### src/sv/lcgc_pkg.sv
// shared types, constants and symbol tables of the id text codec
package lcgc_pkg;

  localparam int unsigned ID_W        = 64;
  localparam int unsigned HALF_W      = ID_W / 2;
  localparam int unsigned CHAR_W      = 8;
  localparam int unsigned SYM_W       = 6;
  localparam int unsigned SYMS        = 1 << SYM_W;
  localparam int unsigned CODE_CHARS  = 11;
  localparam int unsigned TOP_SYM_MAX = 15;
  localparam int unsigned CNT_W       = $clog2(CODE_CHARS + 1);
  localparam int unsigned SH_W        = $clog2(ID_W);

  localparam logic [ID_W-1:0] LCG_MUL = 64'd6364136223846793005;
  localparam logic [ID_W-1:0] LCG_ADD = 64'd1442695040888963407;
  localparam logic [ID_W-1:0] LCG_INV = 64'd13877824140714322085;

  localparam logic [CHAR_W-1:0] ALPHABET [SYMS] = '{
    "I", "N", "A", "S", "E", "i", "r", "F",
    "n", "M", "b", "T", "W", "f", "G", "Q",
    "a", "O", "4", "B", "v", "c", "h", "K",
    "s", "0", "7", "5", "6", "D", "q", "z",
    "e", "V", "C", "X", "3", "8", "9", "R",
    "o", "k", "m", "U", "Y", "p", "x", "1",
    "J", "Z", "l", "t", "2", "y", "j", "d",
    "P", "L", "H", "w", "-", "_", "u", "g"
  };

  typedef enum logic {
    OP_ENCODE = 1'b0,
    OP_DECODE = 1'b1
  } op_e;

  typedef enum logic {
    KIND_CHAR = 1'b0,
    KIND_ID   = 1'b1
  } kind_e;

  // one unit of work for the back end
  typedef struct packed {
    logic            dec;
    logic            ok;
    logic [ID_W-1:0] operand;
  } job_t;

  typedef struct packed {
    logic full;
    logic empty;
  } q_status_t;

  typedef struct packed {
    logic             hit;
    logic [SYM_W-1:0] val;
  } sym_t;

  // reverse alphabet lookup
  function automatic sym_t char_to_sym(input logic [CHAR_W-1:0] ch);
    sym_t r;
    r = '0;
    for (int k = 0; k < SYMS; k++) begin
      if (ALPHABET[k] == ch) begin
        r.hit = 1'b1;
        r.val = SYM_W'(k);
      end
    end
    return r;
  endfunction

endpackage

### src/sv/lcgc_front.sv
// front end: takes requests, gathers decode runs and issues jobs
module lcgc_front
  import lcgc_pkg::*;
(
  input  logic              clk_i,
  input  logic              rst_ni,
  input  logic              push_i,
  input  logic              full_i,
  input  logic              op_i,
  input  logic [ID_W-1:0]   id_in_i,
  input  logic [CHAR_W-1:0] in_char_i,
  input  logic              in_last_i,
  output logic              wr_o,
  output job_t              job_o
);

  logic [ID_W-1:0]  acc_q, acc_d;
  logic [CNT_W-1:0] cnt_q, cnt_d;
  logic             err_q, err_d;
  logic             accept;
  sym_t             sym;
  logic [SH_W-1:0]  sh;

  assign accept = push_i && !full_i;
  assign sym    = char_to_sym(in_char_i);
  assign sh     = SH_W'(cnt_q) * SH_W'(SYM_W);

  always_comb begin
    acc_d = acc_q;
    cnt_d = cnt_q;
    err_d = err_q;
    wr_o  = 1'b0;
    job_o = '0;
    if (accept) begin
      if (op_i == OP_ENCODE) begin
        wr_o          = 1'b1;
        job_o.operand = id_in_i;
      end else begin
        // characters past the code length are neither checked nor kept
        if (cnt_q < CNT_W'(CODE_CHARS)) begin
          if (!sym.hit) begin
            err_d = 1'b1;
          end else begin
            if (cnt_q == CNT_W'(CODE_CHARS - 1) && sym.val > SYM_W'(TOP_SYM_MAX)) begin
              err_d = 1'b1;
            end
            acc_d = acc_q | (ID_W'(sym.val) << sh);
          end
          cnt_d = cnt_q + 1'b1;
        end
        if (in_last_i) begin
          wr_o          = 1'b1;
          job_o.dec     = 1'b1;
          job_o.ok      = (cnt_d == CNT_W'(CODE_CHARS)) && !err_d;
          job_o.operand = acc_d;
          acc_d         = '0;
          cnt_d         = '0;
          err_d         = 1'b0;
        end
      end
    end
  end

  always_ff @(posedge clk_i or negedge rst_ni) begin
    if (!rst_ni) begin
      acc_q <= '0;
      cnt_q <= '0;
      err_q <= 1'b0;
    end else begin
      acc_q <= acc_d;
      cnt_q <= cnt_d;
      err_q <= err_d;
    end
  end

endmodule

### src/sv/lcgc_queue.sv
// short job queue between front and back end
module lcgc_queue
  import lcgc_pkg::*;
#(
  parameter int unsigned DEPTH = 4
) (
  input  logic      clk_i,
  input  logic      rst_ni,
  input  logic      wr_i,
  input  job_t      wr_data_i,
  input  logic      rd_i,
  output job_t      rd_data_o,
  output q_status_t status_o
);

  localparam int unsigned AW = $clog2(DEPTH);
  localparam int unsigned CW = $clog2(DEPTH + 1);

  job_t          mem_q [DEPTH];
  logic [AW-1:0] wr_ptr_q, wr_ptr_d;
  logic [AW-1:0] rd_ptr_q, rd_ptr_d;
  logic [CW-1:0] cnt_q, cnt_d;

  assign rd_data_o       = mem_q[rd_ptr_q];
  assign status_o.full   = (cnt_q == CW'(DEPTH));
  assign status_o.empty  = (cnt_q == '0);

  always_comb begin
    wr_ptr_d = wr_ptr_q;
    rd_ptr_d = rd_ptr_q;
    cnt_d    = cnt_q;
    if (wr_i) begin
      wr_ptr_d = (wr_ptr_q == AW'(DEPTH - 1)) ? '0 : wr_ptr_q + 1'b1;
    end
    if (rd_i) begin
      rd_ptr_d = (rd_ptr_q == AW'(DEPTH - 1)) ? '0 : rd_ptr_q + 1'b1;
    end
    case ({wr_i, rd_i})
      2'b10:   cnt_d = cnt_q + 1'b1;
      2'b01:   cnt_d = cnt_q - 1'b1;
      default: cnt_d = cnt_q;
    endcase
  end

  always_ff @(posedge clk_i or negedge rst_ni) begin
    if (!rst_ni) begin
      wr_ptr_q <= '0;
      rd_ptr_q <= '0;
      cnt_q    <= '0;
    end else begin
      wr_ptr_q <= wr_ptr_d;
      rd_ptr_q <= rd_ptr_d;
      cnt_q    <= cnt_d;
    end
  end

  always_ff @(posedge clk_i) begin
    if (wr_i) begin
      mem_q[wr_ptr_q] <= wr_data_i;
    end
  end

endmodule

### src/sv/lcgc_back.sv
// back end: shared 32x32 multiply sequence, character emitter, output register
module lcgc_back
  import lcgc_pkg::*;
(
  input  logic              clk_i,
  input  logic              rst_ni,
  input  q_status_t         q_status_i,
  input  job_t              q_data_i,
  output logic              q_rd_o,
  input  logic              pop_i,
  output logic              empty_o,
  output logic              kind_o,
  output logic [CHAR_W-1:0] out_char_o,
  output logic              out_last_o,
  output logic [ID_W-1:0]   id_out_o,
  output logic              valid_res_o
);

  typedef enum logic [1:0] {
    CMP_IDLE,
    CMP_RUN,
    CMP_DONE
  } cmp_state_e;

  localparam logic [2:0] STEP_LO_LO = 3'd0;
  localparam logic [2:0] STEP_HI_LO = 3'd1;
  localparam logic [2:0] STEP_LO_HI = 3'd2;
  localparam logic [2:0] STEP_SUM   = 3'd3;
  localparam logic [2:0] STEP_FIN   = 3'd4;

  // multiply sequence
  cmp_state_e        st_q, st_d;
  logic [2:0]        step_q, step_d;
  logic              dec_q, dec_d;
  logic              ok_q, ok_d;
  logic [ID_W-1:0]   x_q, x_d;
  logic [ID_W-1:0]   p_q, p_d;
  logic [HALF_W-1:0] c_q, c_d;
  logic [ID_W-1:0]   r_q, r_d;
  logic [ID_W-1:0]   kmul;
  logic [HALF_W-1:0] ma, mb;
  logic [ID_W-1:0]   prod;

  // emitter
  logic              em_act_q, em_act_d;
  logic              em_dec_q, em_dec_d;
  logic              em_ok_q, em_ok_d;
  logic [ID_W-1:0]   em_t_q, em_t_d;
  logic [CNT_W-1:0]  em_cnt_q, em_cnt_d;

  // output register
  logic              ov_q, ov_d;
  logic              kind_q, kind_d;
  logic [CHAR_W-1:0] char_q, char_d;
  logic              last_q, last_d;
  logic [ID_W-1:0]   id_q, id_d;
  logic              vld_q, vld_d;

  logic              slot_free, fire, fin, load;

  assign kmul = dec_q ? LCG_INV : LCG_MUL;

  always_comb begin
    unique case (step_q)
      STEP_HI_LO: begin
        ma = x_q[ID_W-1:HALF_W];
        mb = kmul[HALF_W-1:0];
      end
      STEP_LO_HI: begin
        ma = x_q[HALF_W-1:0];
        mb = kmul[ID_W-1:HALF_W];
      end
      default: begin
        ma = x_q[HALF_W-1:0];
        mb = kmul[HALF_W-1:0];
      end
    endcase
  end

  assign prod = {{HALF_W{1'b0}}, ma} * {{HALF_W{1'b0}}, mb};

  assign slot_free = !ov_q || pop_i;
  assign fire      = em_act_q && slot_free;
  assign fin       = fire && (em_dec_q || em_cnt_q == CNT_W'(CODE_CHARS - 1));
  assign load      = (st_q == CMP_DONE) && (!em_act_q || fin);

  always_comb begin
    st_d   = st_q;
    step_d = step_q;
    dec_d  = dec_q;
    ok_d   = ok_q;
    x_d    = x_q;
    p_d    = p_q;
    c_d    = c_q;
    r_d    = r_q;
    q_rd_o = 1'b0;
    unique case (st_q)
      CMP_IDLE: begin
        if (!q_status_i.empty) begin
          q_rd_o = 1'b1;
          dec_d  = q_data_i.dec;
          ok_d   = q_data_i.ok;
          x_d    = q_data_i.dec ? (~q_data_i.operand - LCG_ADD) : q_data_i.operand;
          step_d = STEP_LO_LO;
          st_d   = CMP_RUN;
        end
      end
      CMP_RUN: begin
        unique case (step_q)
          STEP_LO_LO: begin
            p_d    = prod;
            step_d = STEP_HI_LO;
          end
          STEP_HI_LO: begin
            c_d    = prod[HALF_W-1:0];
            step_d = STEP_LO_HI;
          end
          STEP_LO_HI: begin
            c_d    = c_q + prod[HALF_W-1:0];
            step_d = STEP_SUM;
          end
          STEP_SUM: begin
            r_d    = p_q + {c_q, {HALF_W{1'b0}}};
            step_d = STEP_FIN;
          end
          STEP_FIN: begin
            if (dec_q) begin
              r_d = ok_q ? r_q : '0;
            end else begin
              r_d = ~(r_q + LCG_ADD);
            end
            st_d = CMP_DONE;
          end
          default: begin
            step_d = STEP_LO_LO;
            st_d   = CMP_IDLE;
          end
        endcase
      end
      CMP_DONE: begin
        if (load) begin
          st_d = CMP_IDLE;
        end
      end
      default: st_d = CMP_IDLE;
    endcase
  end

  always_comb begin
    em_act_d = em_act_q;
    em_dec_d = em_dec_q;
    em_ok_d  = em_ok_q;
    em_t_d   = em_t_q;
    em_cnt_d = em_cnt_q;
    ov_d     = ov_q;
    kind_d   = kind_q;
    char_d   = char_q;
    last_d   = last_q;
    id_d     = id_q;
    vld_d    = vld_q;
    if (fire) begin
      ov_d = 1'b1;
      if (em_dec_q) begin
        kind_d = KIND_ID;
        char_d = '0;
        last_d = 1'b1;
        id_d   = em_t_q;
        vld_d  = em_ok_q;
      end else begin
        kind_d = KIND_CHAR;
        char_d = ALPHABET[em_t_q[SYM_W-1:0]];
        last_d = (em_cnt_q == CNT_W'(CODE_CHARS - 1));
        id_d   = '0;
        vld_d  = 1'b0;
      end
      em_t_d   = em_t_q >> SYM_W;
      em_cnt_d = em_cnt_q + 1'b1;
    end else if (pop_i) begin
      ov_d = 1'b0;
    end
    if (load) begin
      em_act_d = 1'b1;
      em_dec_d = dec_q;
      em_ok_d  = ok_q;
      em_t_d   = r_q;
      em_cnt_d = '0;
    end else if (fin) begin
      em_act_d = 1'b0;
    end
  end

  always_ff @(posedge clk_i or negedge rst_ni) begin
    if (!rst_ni) begin
      st_q     <= CMP_IDLE;
      step_q   <= STEP_LO_LO;
      em_act_q <= 1'b0;
      em_cnt_q <= '0;
      ov_q     <= 1'b0;
    end else begin
      st_q     <= st_d;
      step_q   <= step_d;
      em_act_q <= em_act_d;
      em_cnt_q <= em_cnt_d;
      ov_q     <= ov_d;
    end
  end

  always_ff @(posedge clk_i) begin
    dec_q    <= dec_d;
    ok_q     <= ok_d;
    x_q      <= x_d;
    p_q      <= p_d;
    c_q      <= c_d;
    r_q      <= r_d;
    em_dec_q <= em_dec_d;
    em_ok_q  <= em_ok_d;
    em_t_q   <= em_t_d;
    kind_q   <= kind_d;
    char_q   <= char_d;
    last_q   <= last_d;
    id_q     <= id_d;
    vld_q    <= vld_d;
  end

  assign empty_o     = !ov_q;
  assign kind_o      = kind_q;
  assign out_char_o  = char_q;
  assign out_last_o  = last_q;
  assign id_out_o    = id_q;
  assign valid_res_o = vld_q;

endmodule

### src/sv/lcg_id_text_codec.sv
// top level of the id text codec
// Encode requests (op 0) scramble a 64-bit id as NOT(id*A + C) mod 2^64 and
// give eleven alphabet characters, lowest 6 bits first, the last one flagged.
// Decode requests (op 1) carry one character each; the request marked last
// gives one id result with a valid flag (id 0 when the code is malformed).
// Both sides look like queues: push/full in, empty/pop out. The front end
// takes one request per cycle while the job queue has room and gathers decode
// runs; completed jobs wait in a QUEUE_DEPTH-entry queue. The back end runs
// each job through five steps of one shared 32x32 multiplier, overlapped
// with the emitter of the previous job. The output port moves one result per
// cycle while pop is held high; decode characters are taken once per cycle
// while the job queue has room. There is no clearing pass after reset.
module lcg_id_text_codec
  import lcgc_pkg::*;
#(
  parameter int unsigned QUEUE_DEPTH = 4
) (
  input  logic              clk_i,
  input  logic              rst_ni,
  // request side
  input  logic              push,
  output logic              full,
  input  logic              op_i,
  input  logic [ID_W-1:0]   id_in_i,
  input  logic [CHAR_W-1:0] in_char_i,
  input  logic              in_last_i,
  // result side
  output logic              empty,
  input  logic              pop,
  output logic              kind_o,
  output logic [CHAR_W-1:0] out_char_o,
  output logic              out_last_o,
  output logic [ID_W-1:0]   id_out_o,
  output logic              valid_res_o
);

  // front to queue
  logic      wr;
  job_t      wr_job;
  // queue to back
  logic      q_rd;
  job_t      q_job;
  q_status_t q_status;

  // request is taken whenever the job queue has room
  assign full = q_status.full;

  lcgc_front u_front (
    .clk_i     (clk_i),
    .rst_ni    (rst_ni),
    .push_i    (push),
    .full_i    (q_status.full),
    .op_i      (op_i),
    .id_in_i   (id_in_i),
    .in_char_i (in_char_i),
    .in_last_i (in_last_i),
    .wr_o      (wr),
    .job_o     (wr_job)
  );

  lcgc_queue #(
    .DEPTH (QUEUE_DEPTH)
  ) u_queue (
    .clk_i     (clk_i),
    .rst_ni    (rst_ni),
    .wr_i      (wr),
    .wr_data_i (wr_job),
    .rd_i      (q_rd),
    .rd_data_o (q_job),
    .status_o  (q_status)
  );

  // multiply sequence plus emitter; its output register parts the result side
  lcgc_back u_back (
    .clk_i       (clk_i),
    .rst_ni      (rst_ni),
    .q_status_i  (q_status),
    .q_data_i    (q_job),
    .q_rd_o      (q_rd),
    .pop_i       (pop),
    .empty_o     (empty),
    .kind_o      (kind_o),
    .out_char_o  (out_char_o),
    .out_last_o  (out_last_o),
    .id_out_o    (id_out_o),
    .valid_res_o (valid_res_o)
  );

endmodule

### config.mk
export PLATFORM = sky130hd
export DESIGN_NAME = lcg_id_text_codec
export DESIGN_NICKNAME = d
export VERILOG_FILES = /design/src/sv/lcgc_pkg.sv /design/src/sv/lcgc_front.sv /design/src/sv/lcgc_queue.sv /design/src/sv/lcgc_back.sv /design/src/sv/lcg_id_text_codec.sv
export SDC_FILE = /design/constraint.sdc
export NUM_CORES = 2
export LEC_CHECK = 0
export BUFFER_PORTS_ARGS = -buffer_cell sky130_fd_sc_hd__clkbuf_2
export CAP_MARGIN = 20
export CORE_UTILIZATION = 53
export CTS_BUF_LIST = sky130_fd_sc_hd__clkbuf_8
export CTS_CLUSTER_DIAMETER = 100
export DETAILED_ROUTE_END_ITERATION = 8
export PLACE_DENSITY = 0.7
export SYNTH_ARGS = -nofsm -noshare
export SYNTH_HDL_FRONTEND = slang
export SYNTH_SLANG_ARGS = --single-unit
### constraint.sdc
create_clock -name clk_i -period 19.85 [get_ports clk_i]
set_input_delay 3.97 -clock clk_i [delete_from_list [all_inputs] [get_ports clk_i]]
set_output_delay 3.97 -clock clk_i [all_outputs]
set_load 0.03 [all_outputs]
* After elaboration in Yosys (flattened, before gate mapping)
Memories as Yosys holds them, arrays and structs flattened. A register that Yosys moved wholly into a read port is not among the register bits. Cells that the tools add are included. W data, S select, Z words.
Word-level totals: register bits after elaboration 446, memory bits (writable) 264, ROM bits 512, output and inout port bits 77, memories kept 2
Memories:
- (name not given) | depth 64, bits a word 8, read ports 1, clocked after Yosys merged registers in 1, wr ports 0, line lcgc_back.sv:171 | char_d = ALPHABET[em_t_q[SYM_W-1:0]];
- u_queue.mem_q | depth 4, bits a word 66, read ports 1, clocked after Yosys merged registers in 0, wr ports 1, line lcgc_queue.sv:19 | job_t mem_q [DEPTH];
Operators by class: add/subtract/negate cells 10, multiply operators 2, $lt $le $gt $ge 2, equality and inequality tests 83, shifts and indexed selects 1, multiplexer cells 115, bitwise gates (word level) 5, reduce and logical (&&, ||, !) cells 31
Operator list (number):
- $mux W64 | 10
- $mux W7 | 64
- $eq A7 B8 Y1 const A | 53
- $mux W66 | 2
- $not A64 Y64 | 2
- $pmux W64 S2 | 1
- $eq A6 B8 Y1 const A | 11
- $add A64 B61 Y64 const B | 1
- $add A64 B64 Y64 | 1
- $mul A32 B32 Y64 | 1
- $mux W32 | 2
- $or A64 B64 Y64 | 1
- $pmux W32 S2 | 1
- $shl A6 B6 Y64 | 1
- $sub A64 B61 Y64 const B | 1
- $add A32 B32 Y32 | 1
- $mux W4 | 6
- $mux W1 | 18
- $pmux W3 S5 | 1
- $reduce_bool A2 Y1 | 7
- $eq A4 B4 Y1 const B | 3
- $pmux W3 S2 | 2
- $mux W2 | 5
- $reduce_and A3 Y1 | 3
- 27 further kinds | 51

* Longest topological paths before layout
depth after elaboration 77, gate-level depth with buffers 42

* Cells and area by module
Synthesis repeated with hierarchy kept, for this count alone.
Second synthesis, totals: cell total of the unflattened synthesis 6088, area, all modules 65577.9 sq um
By module, submodules not included:
- lcgc_back | instances 1, cells an instance 4941, area an instance 49642.6 sq um, seq. area each 11265.8 sq um
- lcgc_queue | instances 1, cells an instance 383, area an instance 9962.1 sq um, seq. area each 8102.8 sq um
- lcgc_front | instances 1, cells an instance 764, area an instance 5973.2 sq um, seq. area each 1726.7 sq um

* Least setup slack after synthesis
OpenSTA, ideal clock, no wires.
kind register -> register, start register u_back.step_q[0], end register u_back.c_q[28], data pin, setup time 0.267 ns, arrival time 9.743 ns, slack 9.840 ns, stages on the path, launching flop included 39, buffers on the path 4, period minus slack after synthesis 10.010 ns, path through dfrtp_1 > nor3b_1 > inv_2 > clkbuf_1 > buf_1 > ha_1 > clkbuf_1 > clkbuf_1 > or2_2 > fa_1 > fa_1 > inv_1 > fa_1 > fa_1 > inv_1 > fa_1 > inv_1 > ha_1 > (+3 left out) > inv_1 > ha_1 > a211oi_1 > nand2_1 > a211oi_1 > a21oi_1 > a21oi_1 > xnor2_1 > ha_1 > nor2_1 > nor2_1 > a311o_1 > a211o_1 > a21boi_0 > nor2_1 > a31oi_1 > xor2_1 > o21ai_0
Between the ends: word-level cells in the longest chain between the ends 5
RTL lines:
- start: declaration | line lcgc_back.sv:33 | logic [2:0] step_q, step_d;
- start signal: assignment | line lcgc_back.sv:201 | step_q <= step_d;
- $eq A3 B1 Y1 or $eq A3 B2 Y1 (tied branches) | line lcgc_back.sv:64 | unique case (step_q)
- $mux W32 | line lcgc_back.sv:64
- $mul A32 B32 Y64 (*) | line lcgc_back.sv:80 | assign prod = {{HALF_W{1'b0}}, ma} * {{HALF_W{1'b0}}, mb};
- net u_back.prod[19] | line lcgc_back.sv:42 | logic [ID_W-1:0] prod;
- $add A32 B32 Y32 (*) | line lcgc_back.sv:119 | c_d = c_q + prod[HALF_W-1:0];
- $pmux W32 S2 (*) | line lcgc_back.sv:109 | unique case (step_q)
- end signal: assignment | line lcgc_back.sv:213 | c_q <= c_d;
- end: declaration | line lcgc_back.sv:38 | logic [HALF_W-1:0] c_q, c_d;
Mark *: on every way through the listed nets, which the timed path passes. The rest lies on a longest branch. A chain may end at the register's enable or synchronous reset.

* Final worst setup path
start register u_back.step_q[1], end register u_back.c_q[31], data pin
The elaborated chain is that of the path after synthesis.

==> metrics.txt <==
outcome finished clean; Synth Warn # 0; # setup viols final 0; FFs w/ async S/R, synth 0.1213; die area 123800 um^2; Total GRT Usage 0.2998; Die Y 351.8 um; R2R Path Start u_back.step_q[1]$_DFFE_PN0P_; vias per cell 5.704; post_cts resized 0; Cell Area, Synth 64860 um^2; Endpoint, Worst Hold u_back.ov_q$_DFFE_PN0P_; register area share after synthesis 0.3252; cell row count 127; Main synth FF type edfxtp_1; R2R Path End u_back.c_q[31]$_DFFE_PP_; global placement routability congestion 1.037; CP Capture Type register; postcts setup bufs 0; post-synthesis average cell area 10.77 um^2; Clk Latency, worst-skew pair 870 ps; Crit path arrival time 11660 ps; CTS root buf clkbuf_8; Worst Max-Slew Pin Slew 1176 ps; slew margin rel. 0.1934; GR Overflow Total 0; Clock transition at path regs 60 ps; PortBufs 153; post-synth net total 7344; Max Cap Violations 0; maximum clock frequency 90.35 MHz; top cells by area, synth edfxtp_1 (29%), fa_1 (24%), ha_1 (9.1%); # hold bufs at CTS 0; highest routed layer met5; Final ANT Viol Nets 0; Min-Delay Startpoint u_back.em_act_q$_DFFE_PN0P_; hold path depth 1; core area 120600 um^2; Syn Inst Count 6023; Hold WC Path Type reg2reg; number of distinct library cells after synthesis 99; wire length on met3 11630 um; Nets 7471; Multi-input gate area 38500 um^2; Tmin final 11070 ps; Req. time, crit path 20440 ps; cell with the most instances after synthesis inv_1; io pins 155; Fill cells 10350; initial antenna violation count 3; CP Max Fanout 64; Place WS 8761 ps; setup repair after global routing missed its margin no; CP Class reg2reg; CP Launch Type register; Critical Path Most Common Cell fa_1; FF+latch count, synth 717; CP peak stage delay 610 ps; period utilization 0.5576; drt drc 0; final WL 180900 um; DRT Pass-1 Iters 5; setup TNS 0 ps; Pins Over Slew Limit 0; reg2reg setup slack 8780 ps; met2 WL post-DR 86380 um; TritonCTS clock tree done; share of layout cells above drive strength 1 0.09046; Initial Utilization 0.5378; Routed WL per cell 23.00 um; top-area cell type share of the netlist area 0.2917; most frequent cells after synthesis inv_1 (1174), fa_1 (772), edfxtp_1 (630); DR iter-0 viols 3811; dpl hpwl 145000 um; largest area contributor in the netlist edfxtp_1; CTS max path bufs 3; Worst Clk Skew 49.33 ps; H-Tree Depth 3; Register Area 21100 um^2; Max stage delay cell, worst path buf_4; Post-synth EDFFs 630; cts bufs inserted 111; vias in the first global route 46650; Met1 Wirelength 71300 um; die width 351.8 um; Fin. Hold Viols 0; area grow syn2layout 7.263%; post-layout util 0.5768; global-route wire length before repair 277600 um; worst-case reg-to-reg path depth 36; setup ws final 8782 ps; largest net degree at the start of global routing 89; Via Count 44860; CP Launch Point u_back.step_q[1]$_DFFE_PN0P_; CTS sink count 717
## flip-flops by register name, summed over array words and instances (netlist names), 7 cells and up
register / flops
u_back.x_q: 64
u_back.c_q: 32
u_queue.mem_q: 264
u_back.p_q: 64
u_back.r_q: 64
u_back.id_out_o: 64
u_front.acc_q: 64
u_back.out_char_o: 7
u_back.em_t_q: 64
## cell type report
class / count / share of cell area
Antenna cell: 6 / 0.0002158
Clock buffer: 111 / 0.02196
Clock inverter: 98 / 0.009298
Inverter: 1197 / 0.06458
Multi-Input combinational cell: 3908 / 0.5534
Sequential cell: 717 / 0.3033
Tap cell: 1612 / 0.02899
Timing Repair Buffer: 215 / 0.01831
## logic make-up (layout without fill, tap and decap cells)
group | after synthesis | in the layout | synth area share
multiplexers | 177 | 177 | 0.04165
AO/OA/AOI/OAI | 911 | 911 | 0.08905
buffers and inverters | 1398 | 1621 | 0.08241
adder cells (fa/ha/maj) | 1243 | 1243 | 0.3291
flip-flops | 717 | 717 | 0.3252
AND/OR/NAND/NOR | 1339 | 1339 | 0.1004
XOR/XNOR | 237 | 237 | 0.03200
other | 1 | 7 | 0.00005782
## cell usage in the layout (no fill, tap or decap), types with 15 or more instances in the layout
cell type  instances
inv_1           1211
fa_1             772
edfxtp_1         630
ha_1             468
nand2_1          372
nor2_1           367
o21ai_0          240
a21oi_1          233
and2_1           166
clkbuf_2         152
xnor2_1          127
clkbuf_8         111
xor2_1           110
nand2b_1         103
dfrtp_1           85
mux2_2            66
nor3_1            60
buf_4             60
mux4_2            56
a21o_1            51
nand3_1           51
nor2b_1           48
a31oi_1           48
mux2i_1           44
clkinv_1          43
a211oi_1          41
o22ai_1           41
o21a_1            32
or2_2             26
and3_1            25
a22oi_1           23
o21bai_1          22
o31ai_1           19
nand4_1           18
or3_1             18
a211o_1           17
nor4_1            16
clkinv_2          16
o211ai_1          15
## worst max-delay path: cells and delay by family (launching register included)
kind	cells	cell delay [ps]
AOI/OAI and AO/OA	8	1890
xor gates and xnor gates	2	390
adders and majority gates	11	5000
buffers and inverters	10	2100
DFF	1	440
and+or+nand+nor	5	880
## metal layers
metal	vias to the layer above	GRT usage
met5	-	0
met4	2	0.1720
met3	459	0.04467
met2	1779	0.4888
met1	22420	0.3828
li1	20200	-
## how the worst max path moves through the flow
stage / slack (ps) / to / cells after the start
2_1_floorplan: 9840 / u_back.c_q[28]$_DFFE_PP_ / 38
3_3_place_gp: 8920 / u_back.c_q[31]$_DFFE_PP_ / 36
3_5_place_dp: 8760 / u_back.c_q[31]$_DFFE_PP_ / 36
4_1_cts: 8780 / u_back.c_q[31]$_DFFE_PP_ / 36
5_1_grt: 8100 / u_back.c_q[31]$_DFFE_PP_ / 35
6_report: 8780 / u_back.c_q[31]$_DFFE_PP_ / 36
## through the flow
stage / hold WS [ps] / cells / instance area (um^2)
global placement: 463.4 / 7647 / 67340
CTS: 491.4 / 7857 / 69530
detailed placement: 468.7 / 7648 / 67350
global route: 513.2 / 7862 / 69570
floorplan: 424.4 / 6023 / 64860
finish: 485.0 / 7864 / 69570
Power is left out: the tool's default activity adds up to more than one toggle a clock period on the data nets, which glitch-free logic cannot reach.
